File: src/sv/spfs_pkg.sv
// ----------------------------------------------------------------------------
// Small prime factor splitter package
// Shared widths, prime and reciprocal tables, controller states and the
// command and status bundles between the controller and the datapath.
// ----------------------------------------------------------------------------
package spfs_pkg;

  // Field widths of the stream items.
  localparam int VALUE_W  = 16;
  localparam int FACTOR_W = 17;
  localparam int COUNT_W  = 5;

  // Prime scan bounds.
  localparam int NUM_PRIMES  = 5;
  localparam int PIDX_W      = 3;
  localparam int PRIME_W     = 4;
  localparam int MAX_FACTORS = 17;
  localparam int LIST_DEPTH  = MAX_FACTORS + 1;
  localparam int SCAN_LIMIT  = 4096;
  localparam int TEST_W      = 13;
  localparam int ALLOW_W     = 2;

  // Reciprocal constants: quotient = (value * recip) >> RECIP_SHIFT,
  // exact for every 17-bit value and each of the five primes.
  localparam int RECIP_W     = 21;
  localparam int RECIP_SHIFT = 21;
  localparam int PRODUCT_W   = FACTOR_W + RECIP_W;

  // Padded tdata widths.
  localparam int IN_TDATA_W  = 16;
  localparam int OUT_TDATA_W = 24;

  // Prime for a scan index; the index past the end reads as zero.
  function automatic logic [PRIME_W-1:0] prime_of(input logic [PIDX_W-1:0] idx);
    logic [PRIME_W-1:0] p;
    case (idx)
      3'd0:    p = 4'd2;
      3'd1:    p = 4'd3;
      3'd2:    p = 4'd5;
      3'd3:    p = 4'd7;
      3'd4:    p = 4'd11;
      default: p = 4'd0;
    endcase
    return p;
  endfunction

  // Rounded-up reciprocal of each prime scaled by 2^RECIP_SHIFT.
  function automatic logic [RECIP_W-1:0] recip_of(input logic [PIDX_W-1:0] idx);
    logic [RECIP_W-1:0] m;
    case (idx)
      3'd0:    m = 21'd1048576;
      3'd1:    m = 21'd699051;
      3'd2:    m = 21'd419431;
      3'd3:    m = 21'd299594;
      3'd4:    m = 21'd190651;
      default: m = 21'd0;
    endcase
    return m;
  endfunction

  // Controller states.
  typedef enum logic [2:0] {
    ST_IDLE,
    ST_QUOT,
    ST_TEST,
    ST_FIN,
    ST_EMIT
  } spfs_state_e;

  // Commands from the controller to the datapath.
  typedef struct packed {
    logic load;   // take a new count and clear the scan state
    logic quot;   // register the reciprocal quotient
    logic test;   // apply one prime test
    logic fin;    // close the scan and prepare emission
    logic emit;   // step the descending emission
  } spfs_cmd_t;

  // Status from the datapath to the controller.
  typedef struct packed {
    logic scan_done;  // the scan loop has ended
    logic emit_term;  // all factor items are out, terminator is next
    logic slot_free;  // output register can take an item this cycle
  } spfs_sts_t;

endpackage

File: src/sv/spfs_ctrl.sv
// ----------------------------------------------------------------------------
// Small prime factor splitter controller
// Sequences load, the prime tests (a quotient state, then a test state), scan close and emission.
// ----------------------------------------------------------------------------
module spfs_ctrl
  import spfs_pkg::*;
(
  input  logic      clk_i,
  input  logic      rst_ni,
  input  logic      in_valid_i,
  output logic      in_ready_o,
  input  spfs_sts_t sts_i,
  output spfs_cmd_t cmd_o
);

  spfs_state_e state_q, state_d;

  // State register.
  always_ff @(posedge clk_i or negedge rst_ni) begin
    if (!rst_ni) begin
      state_q <= ST_IDLE;
    end else begin
      state_q <= state_d;
    end
  end

  // Next state and commands.
  always_comb begin
    state_d    = state_q;
    cmd_o      = '0;
    in_ready_o = 1'b0;
    case (state_q)
      ST_IDLE: begin
        in_ready_o = 1'b1;
        if (in_valid_i) begin
          cmd_o.load = 1'b1;
          state_d    = ST_QUOT;
        end
      end
      ST_QUOT: begin
        if (sts_i.scan_done) begin
          state_d = ST_FIN;
        end else begin
          cmd_o.quot = 1'b1;
          state_d    = ST_TEST;
        end
      end
      ST_TEST: begin
        cmd_o.test = 1'b1;
        state_d    = ST_QUOT;
      end
      ST_FIN: begin
        cmd_o.fin = 1'b1;
        state_d   = ST_EMIT;
      end
      ST_EMIT: begin
        cmd_o.emit = 1'b1;
        if (sts_i.slot_free && sts_i.emit_term) begin
          state_d = ST_IDLE;
        end
      end
      default: begin
        state_d = ST_IDLE;
      end
    endcase
  end

endmodule

File: src/sv/spfs_datapath.sv
// ----------------------------------------------------------------------------
// Small prime factor splitter datapath
// Holds the remaining value, the per-prime factor counts, the leftover
// factor and the output register; acts on the controller's commands.
// ----------------------------------------------------------------------------
module spfs_datapath
  import spfs_pkg::*;
(
  input  logic                clk_i,
  input  logic                rst_ni,
  input  logic                cfg_we_i,
  input  logic                cfg_wdata_i,
  input  logic [VALUE_W-1:0]  n_value_i,
  input  spfs_cmd_t           cmd_i,
  output spfs_sts_t           sts_o,
  input  logic                out_ready_i,
  output logic                out_valid_o,
  output logic [FACTOR_W-1:0] out_factor_o,
  output logic [COUNT_W-1:0]  out_count_o,
  output logic                out_last_o
);

  // Configuration and scan registers.
  logic                 round_en_q;
  logic [FACTOR_W-1:0]  rem_q, rem_d;
  logic [PIDX_W-1:0]    pi_q, pi_d;
  logic [ALLOW_W-1:0]   allow_q, allow_d;
  logic [TEST_W-1:0]    tests_q, tests_d;
  logic [FACTOR_W-1:0]  quo_q;
  logic [COUNT_W-1:0]   cnt_q [NUM_PRIMES];
  logic [COUNT_W-1:0]   cnt_d [NUM_PRIMES];
  logic [COUNT_W-1:0]   total_q, total_d;
  logic [FACTOR_W-1:0]  lo_q, lo_d;
  logic                 lo_pend_q, lo_pend_d;
  logic [COUNT_W-1:0]   fcount_q, fcount_d;
  logic [COUNT_W-1:0]   emitted_q, emitted_d;

  // Output register.
  logic                 out_valid_q;
  logic [FACTOR_W-1:0]  out_factor_q, out_factor_d;
  logic [COUNT_W-1:0]   out_count_q;
  logic                 out_last_q, out_last_d;

  // Working signals.
  logic [PRIME_W-1:0]   prime;
  logic [PRODUCT_W-1:0] product;
  logic [FACTOR_W+PRIME_W-1:0] qp_full;
  logic [FACTOR_W-1:0]  diff;
  logic [PRIME_W-1:0]   rmd;
  logic                 pi_valid;
  logic [COUNT_W-1:0]   cur_cnt;
  logic                 cand;
  logic                 take_lo;
  logic                 slot_free;
  logic                 term;
  logic                 item_fire;
  logic                 term_fire;
  logic [COUNT_W-1:0]   total_ext;

  assign prime    = prime_of(pi_q);
  assign pi_valid = (pi_q < PIDX_W'(NUM_PRIMES));
  assign cur_cnt  = pi_valid ? cnt_q[pi_q] : '0;

  // Reciprocal quotient of the remaining value by the current prime.
  assign product = {{RECIP_W{1'b0}}, rem_q} * {{FACTOR_W{1'b0}}, recip_of(pi_q)};

  // Remainder from the registered quotient.
  assign qp_full = {{PRIME_W{1'b0}}, quo_q} * {{FACTOR_W{1'b0}}, prime};
  assign diff    = rem_q - qp_full[FACTOR_W-1:0];
  assign rmd     = diff[PRIME_W-1:0];

  // Emission selection: the leftover goes ahead of any prime not larger than it.
  assign slot_free = !out_valid_q || out_ready_i;
  assign term      = (emitted_q == fcount_q);
  assign cand      = (cur_cnt != '0);
  assign take_lo   = lo_pend_q && (!cand || (lo_q >= {{(FACTOR_W-PRIME_W){1'b0}}, prime}));
  assign item_fire = cmd_i.emit && slot_free && !term && (cand || pi_q == '0)
                     && (take_lo || cand);
  assign term_fire = cmd_i.emit && slot_free && term;

  assign total_ext = (rem_q != FACTOR_W'(1) && total_q < COUNT_W'(LIST_DEPTH))
                     ? total_q + COUNT_W'(1) : total_q;

  // Next-state logic for the scan and emission registers.
  always_comb begin
    rem_d        = rem_q;
    pi_d         = pi_q;
    allow_d      = allow_q;
    tests_d      = tests_q;
    cnt_d        = cnt_q;
    total_d      = total_q;
    lo_d         = lo_q;
    lo_pend_d    = lo_pend_q;
    fcount_d     = fcount_q;
    emitted_d    = emitted_q;
    out_factor_d = out_factor_q;
    out_last_d   = out_last_q;

    if (cmd_i.load) begin
      rem_d     = (n_value_i == '0) ? FACTOR_W'(1) : FACTOR_W'(n_value_i);
      pi_d      = '0;
      allow_d   = ALLOW_W'(2);
      tests_d   = '0;
      total_d   = '0;
      lo_pend_d = 1'b0;
      for (int i = 0; i < NUM_PRIMES; i++) begin
        cnt_d[i] = '0;
      end
    end

    // One prime test: round up, divide, or move on to the next prime.
    if (cmd_i.test) begin
      tests_d = tests_q + TEST_W'(1);
      if (allow_q != '0 && round_en_q && rmd != '0) begin
        rem_d   = rem_q + FACTOR_W'(prime - rmd);
        allow_d = allow_q - ALLOW_W'(1);
        pi_d    = '0;
      end else if (rmd == '0) begin
        rem_d = quo_q;
        if (total_q < COUNT_W'(LIST_DEPTH) && pi_valid) begin
          cnt_d[pi_q] = cnt_q[pi_q] + COUNT_W'(1);
          total_d     = total_q + COUNT_W'(1);
        end
      end else begin
        pi_d    = pi_q + PIDX_W'(1);
        allow_d = ALLOW_W'(1);
      end
    end

    // Scan close: keep a residue above one and cap the item count.
    if (cmd_i.fin) begin
      if (rem_q != FACTOR_W'(1) && total_q < COUNT_W'(LIST_DEPTH)) begin
        lo_d      = rem_q;
        lo_pend_d = 1'b1;
      end
      total_d   = total_ext;
      fcount_d  = (total_ext > COUNT_W'(MAX_FACTORS)) ? COUNT_W'(MAX_FACTORS) : total_ext;
      emitted_d = '0;
      pi_d      = PIDX_W'(NUM_PRIMES - 1);
    end

    // Emission: one factor item, a step down to a smaller prime, or the end.
    if (cmd_i.emit && slot_free) begin
      if (term) begin
        out_factor_d = '0;
        out_last_d   = 1'b1;
      end else if (item_fire) begin
        out_last_d = 1'b0;
        emitted_d  = emitted_q + COUNT_W'(1);
        if (take_lo) begin
          out_factor_d = lo_q;
          lo_pend_d    = 1'b0;
        end else begin
          out_factor_d = {{(FACTOR_W-PRIME_W){1'b0}}, prime};
          cnt_d[pi_q]  = cur_cnt - COUNT_W'(1);
        end
      end else if (pi_q != '0) begin
        pi_d = pi_q - PIDX_W'(1);
      end
    end
  end

  // Control and scan state.
  always_ff @(posedge clk_i or negedge rst_ni) begin
    if (!rst_ni) begin
      round_en_q <= 1'b1;
      rem_q      <= '0;
      pi_q       <= '0;
      allow_q    <= ALLOW_W'(2);
      tests_q    <= '0;
      total_q    <= '0;
      lo_pend_q  <= 1'b0;
      fcount_q   <= '0;
      emitted_q  <= '0;
      for (int i = 0; i < NUM_PRIMES; i++) begin
        cnt_q[i] <= '0;
      end
    end else begin
      if (cfg_we_i) begin
        round_en_q <= cfg_wdata_i;
      end
      rem_q     <= rem_d;
      pi_q      <= pi_d;
      allow_q   <= allow_d;
      tests_q   <= tests_d;
      total_q   <= total_d;
      lo_pend_q <= lo_pend_d;
      fcount_q  <= fcount_d;
      emitted_q <= emitted_d;
      cnt_q     <= cnt_d;
    end
  end

  // Payload registers.
  always_ff @(posedge clk_i) begin
    if (cmd_i.quot) begin
      quo_q <= product[PRODUCT_W-1:RECIP_SHIFT];
    end
    lo_q <= lo_d;
    if (item_fire || term_fire) begin
      out_factor_q <= out_factor_d;
      out_last_q   <= out_last_d;
      out_count_q  <= fcount_q;
    end
  end

  // Output valid flag.
  always_ff @(posedge clk_i or negedge rst_ni) begin
    if (!rst_ni) begin
      out_valid_q <= 1'b0;
    end else if (item_fire || term_fire) begin
      out_valid_q <= 1'b1;
    end else if (out_ready_i) begin
      out_valid_q <= 1'b0;
    end
  end

  assign sts_o.scan_done = (pi_q == PIDX_W'(NUM_PRIMES)) || (rem_q == FACTOR_W'(1))
                           || (tests_q == TEST_W'(SCAN_LIMIT));
  assign sts_o.emit_term = term;
  assign sts_o.slot_free = slot_free;

  assign out_valid_o  = out_valid_q;
  assign out_factor_o = out_factor_q;
  assign out_count_o  = out_count_q;
  assign out_last_o   = out_last_q;

`ifndef SYNTHESIS
  // The reciprocal quotient must leave a remainder below the prime.
  a_rmd_range: assert property (@(posedge clk_i) disable iff (!rst_ni)
    cmd_i.test |-> (rmd < prime))
    else $error("prime test remainder out of range");

  // The factor list never holds more entries than its depth.
  a_total_range: assert property (@(posedge clk_i) disable iff (!rst_ni)
    total_q <= COUNT_W'(LIST_DEPTH))
    else $error("factor list overflow");

  // Emission never passes the announced factor count.
  a_emit_bound: assert property (@(posedge clk_i) disable iff (!rst_ni)
    emitted_q <= fcount_q)
    else $error("more factor items than announced");

  // A factor item is only sent from a real prime slot.
  a_emit_index: assert property (@(posedge clk_i) disable iff (!rst_ni)
    item_fire |-> pi_valid)
    else $error("factor item from an invalid prime slot");
`endif

endmodule

File: src/sv/small_prime_factor_splitter_unit.sv
// ----------------------------------------------------------------------------
// Small prime factor splitter unit
// Splits a count into factors 2, 3, 5, 7, 11 and a leftover residue, with optional
// rounding, and streams them out in descending order, ending with a terminator item.
// ----------------------------------------------------------------------------
// Usage: one count is taken at a time on the slave stream; after it the block
// streams its factors largest first, each with the total factor count, and
// closes the run with an item whose factor is 0 and tlast is high. Each prime
// test is a reciprocal multiply, then remainder and update; after the scan the
// block emits the factor items, with up to four steps between primes, and then
// the terminator. The output register lets the next count be accepted while
// the terminator still waits. round_up_enable resets to 1 and is written
// through cfg_we_i / cfg_wdata_i; the user must write it only while the block
// is idle, as the block itself does not enforce this.
module small_prime_factor_splitter_unit
  import spfs_pkg::*;
(
  input  logic                   clk_i,
  input  logic                   rst_ni,
  // Configuration: round_up_enable.
  input  logic                   cfg_we_i,
  input  logic                   cfg_wdata_i,
  // Input stream.
  input  logic                   s_axis_tvalid,
  output logic                   s_axis_tready,
  input  logic [IN_TDATA_W-1:0]  s_axis_tdata,   // [15:0] n_value
  // Output stream.
  output logic                   m_axis_tvalid,
  input  logic                   m_axis_tready,
  output logic [OUT_TDATA_W-1:0] m_axis_tdata,   // [16:0] factor, [21:17] factor_count
  output logic                   m_axis_tlast
);

  spfs_cmd_t           cmd;
  spfs_sts_t           sts;
  logic [FACTOR_W-1:0] factor;
  logic [COUNT_W-1:0]  factor_count;

  // Sequencer.
  spfs_ctrl u_ctrl (
    .clk_i      (clk_i),
    .rst_ni     (rst_ni),
    .in_valid_i (s_axis_tvalid),
    .in_ready_o (s_axis_tready),
    .sts_i      (sts),
    .cmd_o      (cmd)
  );

  // Scan and emission datapath.
  spfs_datapath u_datapath (
    .clk_i        (clk_i),
    .rst_ni       (rst_ni),
    .cfg_we_i     (cfg_we_i),
    .cfg_wdata_i  (cfg_wdata_i),
    .n_value_i    (s_axis_tdata[VALUE_W-1:0]),
    .cmd_i        (cmd),
    .sts_o        (sts),
    .out_ready_i  (m_axis_tready),
    .out_valid_o  (m_axis_tvalid),
    .out_factor_o (factor),
    .out_count_o  (factor_count),
    .out_last_o   (m_axis_tlast)
  );

  // Pack the result fields, zero filled to whole bytes.
  assign m_axis_tdata = {{(OUT_TDATA_W-FACTOR_W-COUNT_W){1'b0}}, factor_count, factor};

endmodule

File: config.mk
export PLATFORM = sky130hd
export DESIGN_NAME = small_prime_factor_splitter_unit
export DESIGN_NICKNAME = d
export VERILOG_FILES = /design/src/sv/spfs_pkg.sv /design/src/sv/spfs_ctrl.sv /design/src/sv/spfs_datapath.sv /design/src/sv/small_prime_factor_splitter_unit.sv
export SDC_FILE = /design/constraint.sdc
export NUM_CORES = 1
export LEC_CHECK = 0
export BUFFER_PORTS_ARGS = -buffer_cell sky130_fd_sc_hd__buf_2
export CAP_MARGIN = 15
export CORE_MARGIN = 2
export CORE_UTILIZATION = 60
export CTS_CLUSTER_SIZE = 12
export DETAILED_ROUTE_END_ITERATION = 10
export HOLD_SLACK_MARGIN = 0.12
export PLACE_DENSITY = 0.79
export SYNTH_ARGS = -nofsm -noshare
export SYNTH_HDL_FRONTEND = slang
export SYNTH_SLANG_ARGS = --single-unit
File: constraint.sdc
create_clock -name clk_i -period 18.6 [get_ports clk_i]
set_clock_uncertainty 0.1 [all_clocks]
set_input_delay 1.86 -clock clk_i [delete_from_list [all_inputs] [get_ports clk_i]]
set_output_delay 1.86 -clock clk_i [all_outputs]
set_load 0.005 [all_outputs]
Word-level counts from Yosys, hierarchy flattened
Index checks and enable logic that the tools add are counted.
{"block": "classes", "eq_ne": 15, "n_addsub": 11, "muxes": 75, "multipliers": 2, "n_bitwise": 1, "reduce_logical": 36, "magnitude_cmp": 6}
{"cell": "2-to-1 mux 25 bit", "count": 9}
{"cell": "case mux 21 bit (5 select lines)", "count": 1}
{"cell": "2-to-1 mux 17 bit", "count": 6}
{"cell": "2-to-1 mux 5 bit", "count": 16}
{"cell": "bitwise mux 25 bit", "count": 2}
{"cell": "multiplier 17 x 21 -> 38 bit", "count": 1}
{"cell": "2-to-1 mux 3 bit", "count": 11}
{"cell": "2-to-1 mux 13 bit", "count": 2}
{"cell": "case mux 4 bit (5 select lines)", "count": 1}
{"cell": "2-to-1 mux 1 bit", "count": 19}
{"cell": "adder 17 bit", "count": 1}
{"cell": "== test 17 x 1 -> 1 bit (second input constant)", "count": 1}
{"cell": "greater-or-equal comparator 17 x 4 -> 1 bit", "count": 1}
{"cell": "multiplier 17 x 4 -> 4 bit", "count": 1}
{"cell": "inequality test 17 x 1 -> 1 bit (second input constant)", "count": 1}
{"cell": "zero test 16 bit", "count": 1}
{"cell": "2-to-1 mux 16 bit", "count": 1}
{"cell": "adder 5 x 1 -> 5 bit (second input constant)", "count": 3}
{"cell": "binary-select mux 5 bit (select 3 bit)", "count": 1}
{"cell": "demux 5 bit (select 3 bit)", "count": 1}
{"cell": "case mux 3 bit (5 select lines)", "count": 1}
{"cell": "adder 13 x 1 -> 13 bit (second input constant)", "count": 1}
{"cell": "== test 13 bit (second input constant)", "count": 1}
{"cell": "== test 3 x 2 -> 1 bit (second input constant)", "count": 4}
{"cell": "other kinds (29)", "count": 59}
{"block": "word_totals", "register_bits": 138, "in_bits": 22, "out_inout_bits": 27, "wordCells": 167}

Depth between registers and ports, before layout
{"block": "logic_depth", "ltp_word": 15, "mapped_depth": 33, "mapped_depth_nobuf": 29}

Cells and area by module
Synthesis repeated with hierarchy kept, for this count alone.
{"block": "unflattened", "hier_cells": 1961, "area_unflattened_um2": 18651.6}
{"module": "spfs_datapath", "area_each_um2": 18460.2, "n_inst": 1, "seq_area_each_um2": 3666.0, "cells_each": 1942}
{"module": "spfs_ctrl", "area_each_um2": 172.7, "n_inst": 1, "seq_area_each_um2": 75.1, "cells_each": 16}
{"module": "small_prime_factor_splitter_unit", "area_each_um2": 18.8, "n_inst": 1, "seq_area_each_um2": 0.0, "cells_each": 3}

Worst setup path after synthesis
No wires, ideal clock.
{"block": "synth_path", "kind": "reg-to-reg", "startpoint": "register u_datapath.pi_q[0]", "endpoint": "register u_datapath.quo_q[14], data pin", "path_buffers": 4, "t_arrival_ns": 7.684, "synth_period_minus_slack_ns": 8.048, "path_stages_with_launch": 32, "slack_ns": 10.552, "setup_time_ns": 0.264, "required_time_ns": 18.236, "path_cell_list": "dfrtp_1 > buf_4 > buf_1 > inv_1 > ha_1 > and2_1 > buf_6 > inv_1 > nand2b_1 > clkbuf_1 > and2_1 > or2_2 > fa_1 > inv_1 > fa_1 > fa_1 > inv_1 > fa_1 > fa_1 > inv_1 > fa_1 > inv_1 > ha_1 > a2111oi_0 > o21ai_0 > o22ai_1 > and3_1 > a21oi_1 > a2111oi_0 > o21ai_0 > a221oi_1 > xnor2_1"}
{"block": "synth_between", "elab_chain_len": 3, "elab_cells_between_ends": 7, "classes_between": "1 x mul; 4 x eq/ne; 1 x mux; 1 x reduce/logical"}
{"item": "start, declared", "line": "spfs_datapath.sv:26", "source": "logic [PIDX_W-1:0] pi_q, pi_d;"}
{"item": "start signal, assigned", "line": "spfs_datapath.sv:183", "source": "pi_q <= pi_d;"}
{"item": "== test 3 bit, or another cell as far along", "line": "spfs_pkg.sv:50", "source": "case (idx)"}
{"item": "case mux 21 bit (5 select lines) *", "line": "spfs_pkg.sv:50"}
{"item": "multiplier 17 x 21 -> 38 bit *", "line": "spfs_datapath.sv:65", "source": "assign product = {{RECIP_W{1'b0}}, rem_q} * {{FACTOR_W{1'b0}}, recip_of(pi_q)};"}
{"item": "via u_datapath.product[35]", "line": "spfs_datapath.sv:46", "source": "logic [PRODUCT_W-1:0] product;"}
{"item": "end signal, assigned", "line": "spfs_datapath.sv:197", "source": "quo_q <= product[PRODUCT_W-1:RECIP_SHIFT];"}
{"item": "end, declared", "line": "spfs_datapath.sv:29", "source": "logic [FACTOR_W-1:0] quo_q;"}
The timed path passes the listed nets; every way through them passes the cells marked *.
A chain may end at the register's enable or synchronous reset.

Final worst setup path
Ends and elaborated chain as after synthesis.

==> summary.txt <==
Placed design
  • IO Port Bufs: 46
  • DPL Wire Length: 40.5 mm
  • RD Place Congestion: 1.02

Route
  • Met2 Routed Length: 23.0 mm
  • Initial drt markers: 1,612
  • Vias per Instance: 6.01
  • DRC Markers: 0
  • Final ANT Viol Nets: 0
  • M1 wire length: 20.8 mm
  • WL per Instance: 21.3 um
  • Drt pass-1 iters: 9
  • Top Metal Used: met4
  • Vias: 14,200
  • Post-Route WL: 50.3 mm
  • WL met3: 4.95 mm

Global routing
  • Largest net degree at the start of global routing: 52
  • Initial antenna violation count: 2
  • Grt ovf: 0
  • Total track usage: 33.5%
  • Vias in the first global route: 14,600
  • First-pass GRT wire length: 80.5 mm

Logic synthesis
  • Ys Warns: 0
  • Adder-cell share of the synthesized area: 40.6%
  • Gate Count Post-Synth: 1,943
  • Synth Area in Compound Gates: 9.55%
  • Synth Area in XOR/XNOR: 2.83%
  • Combinational family with the most area after synthesis: adder cells
  • Synth Flop Type: dfrtp_1
  • Count leader, synth: inv_1
  • Number of synthesized flops with an enable pin: 57
  • Area contributors post-synth: fa_1 28%, ha_1 13%, dfrtp_1 11%
  • Synthesized flop and latch total: 138
  • Synth area leader: fa_1
  • Yosys cell types: 82
  • Post-synth ARST share: 58.7%
  • Simple-Gate Fraction of Synth Area: 14.7%
  • Top post-synthesis cells by count: 418 x inv_1, 253 x fa_1, 189 x ha_1
  • Post-synth top area share: 27.7%
  • Syn avg cell area: 9.43 um^2
  • Post-synthesis mux area share: 1.78%
  • Synthesized area: 0.0183 mm^2
  • Sequential-to-total area share from yosys stat: 20.4%

Setup path
  • CP max stage delay: 0.92 ns
  • CP Launch Point: u_datapath.pi_q[0]
  • Worst Path Max Fanout: 23
  • Critical path class: flop to flop
  • Critical Path RT: 18.67 ns
  • Reg2Reg Depth: 27
  • R2R setup slack: 8.65 ns
  • R2r startpoint: u_datapath.pi_q[0]
  • Reg2reg end: u_datapath.quo_q[14]
  • Worst Path Arrival: 10.02 ns
  • Startpoint types: flop
  • Worst path slowest cell: dfrtp_1
  • CP endpoint: u_datapath.quo_q[14]
  • Crit. End Element: flop

CTS
  • Worst-skew pair later-pin latency: 0.43 ns
  • Clk slew on worst S/H paths: 0.07 ns
  • Clock Tree Buf Depth: 2
  • Clock sink count: 138
  • CTS tree: built
  • H-Tree Depth: 4
  • Setup bufs post-CTS: 0
  • Hold buffers post-CTS: 0
  • # resized after CTS: 0
  • CTS Buf Count: 17
  • Root Driver: clkbuf_16

Run
  • Max-Cap Viols: 0

Layout
  • Synth-to-layout area growth: 6.26%
  • Layout Utilization: 65.1%
  • Nets: 2,421
  • Share of layout cells above drive strength 1: 6.80%
  • Fillers: 2,426

Die
  • Site Rows: 63
  • Die X: 179 um
  • Initial Util: 61.3%
  • Core area: 0.0299 mm^2
  • Die area: 0.0319 mm^2
  • Die height: 179 um
  • I/O Pins: 49

STA
  • Max Freq: 100 MHz
  • Unrepaired setup endpoints after global routing: no
  • Setup violators final: 0
  • Final TNS setup: 0 ns
  • Worst relative slew slack: 28.7%
  • Final Cycle Share: 53.5%
  • Final hold viol count: 0
  • Min cycle time layout: 9.95 ns
  • Fin. max-slew vios: 0
  • Tightest Pin Transition: 1.06 ns

Outcome
  • Status: complete, no violations

Hold path
  • Worst min path class: flop to flop
-- cell families after synthesis --
kind of cell	count (synthesis)
adders and majority gates	442
AOI/OAI and AO/OA	268
muxes	26
other	1
buffers and inverters	486
and+or+nand+nor	526
xor gates and xnor gates	56
DFF	138
-- sequential cells by signal, summed over array words and instances (netlist names), 2 cells and up --
register / count
u_datapath.cnt_q: 25
u_datapath.out_count_o: 5
u_datapath.rem_q: 17
u_datapath.out_factor_o: 17
u_datapath.total_q: 5
u_datapath.fcount_q: 5
u_datapath.quo_q: 17
u_datapath.lo_q: 17
u_datapath.tests_q: 13
u_ctrl.state_q: 3
u_datapath.allow_q: 2
u_datapath.emitted_q: 5
u_datapath.pi_q: 3
-- worst max-delay path: cells and delay by family (launching register included) --
kind / cells / cell delay, ns
DFF: 1 / 0.92
AOI/OAI and AO/OA: 7 / 2.25
adders and majority gates: 8 / 3.75
buffers and inverters: 6 / 0.69
xor gates and xnor gates: 1 / 0.10
and+or+nand+nor: 5 / 1.86
-- cell usage in the layout, fill, tap and decap left out, drive strengths merged, types with 7 or more instances in the layout --
cell    netlist  final
a211oi       12     12
a21o         16     16
a21oi        68     68
a22oi        13     13
a31oi        20     20
and2         99     99
and3         38     38
buf           9     61
clkbuf       58     17
dfrtp        79     79
edfxtp       57     57
fa          253    253
ha          189    189
inv         419    429
mux2i        19     19
nand2       168    168
nand2b       16     16
nand3        38     38
nand4        12     12
nor2         71     71
nor2b        15     15
nor3         26     26
nor4         11     11
o211ai        7      7
o21a         12     12
o21ai        56     56
o22ai        15     15
o31ai         7      7
or2          14     14
or3           7      7
xnor2        36     36
xor2         18     18
-- final cells by class --
cell class	instances	area [um^2]	area share (%)
Antenna cell	1	2.50	0.0129
Clock buffer	17	425	2.19
Clock inverter	15	148	0.759
Inverter	419	1570	8.08
Multi-Input combinational cell	1320	12700	65.5
Sequential cell	138	3740	19.2
Tap cell	390	488	2.51
Timing Repair Buffer	61	345	1.77
-- routing by layer --
metal,vias up,GRT usage (%)
met5,-,0
met4,0,10.0
met3,112,6.85
met2,766,52.3
met1,7018,47.5
li1,6293,-
-- through the flow --
step           setup WS [ns]  instances  hold WS (ns)  instance area [um^2]
2_1_floorplan          10.55       1944         0.332                 18300
3_3_place_gp            9.27       2327         0.359                 18900
3_5_place_dp            8.80       2327         0.365                 18900
4_1_cts                 8.79       2359         0.374                 19500
5_1_grt                 8.09       2360         0.414                 19500
6_report                8.65       2361         0.375                 19500
-- worst min path at each step --
stage / from / endpoint / slack (ns) / depth (start not counted)
CTS: u_datapath.allow_q[0] / u_datapath.allow_q[0] / 0.37 / 1
detailed placement: u_datapath.allow_q[0] / u_datapath.allow_q[0] / 0.37 / 1
finish: u_datapath.allow_q[0] / u_datapath.allow_q[0] / 0.38 / 1
global route: u_datapath.quo_q[9] / u_datapath.rem_q[9] / 0.41 / 2
floorplan: u_datapath.quo_q[9] / u_datapath.rem_q[9] / 0.33 / 2
global placement: u_datapath.allow_q[0] / u_datapath.allow_q[0] / 0.36 / 1
Power is left out: the tool's default activity adds up to more than one toggle a clock period on the data nets, which glitch-free logic cannot reach.
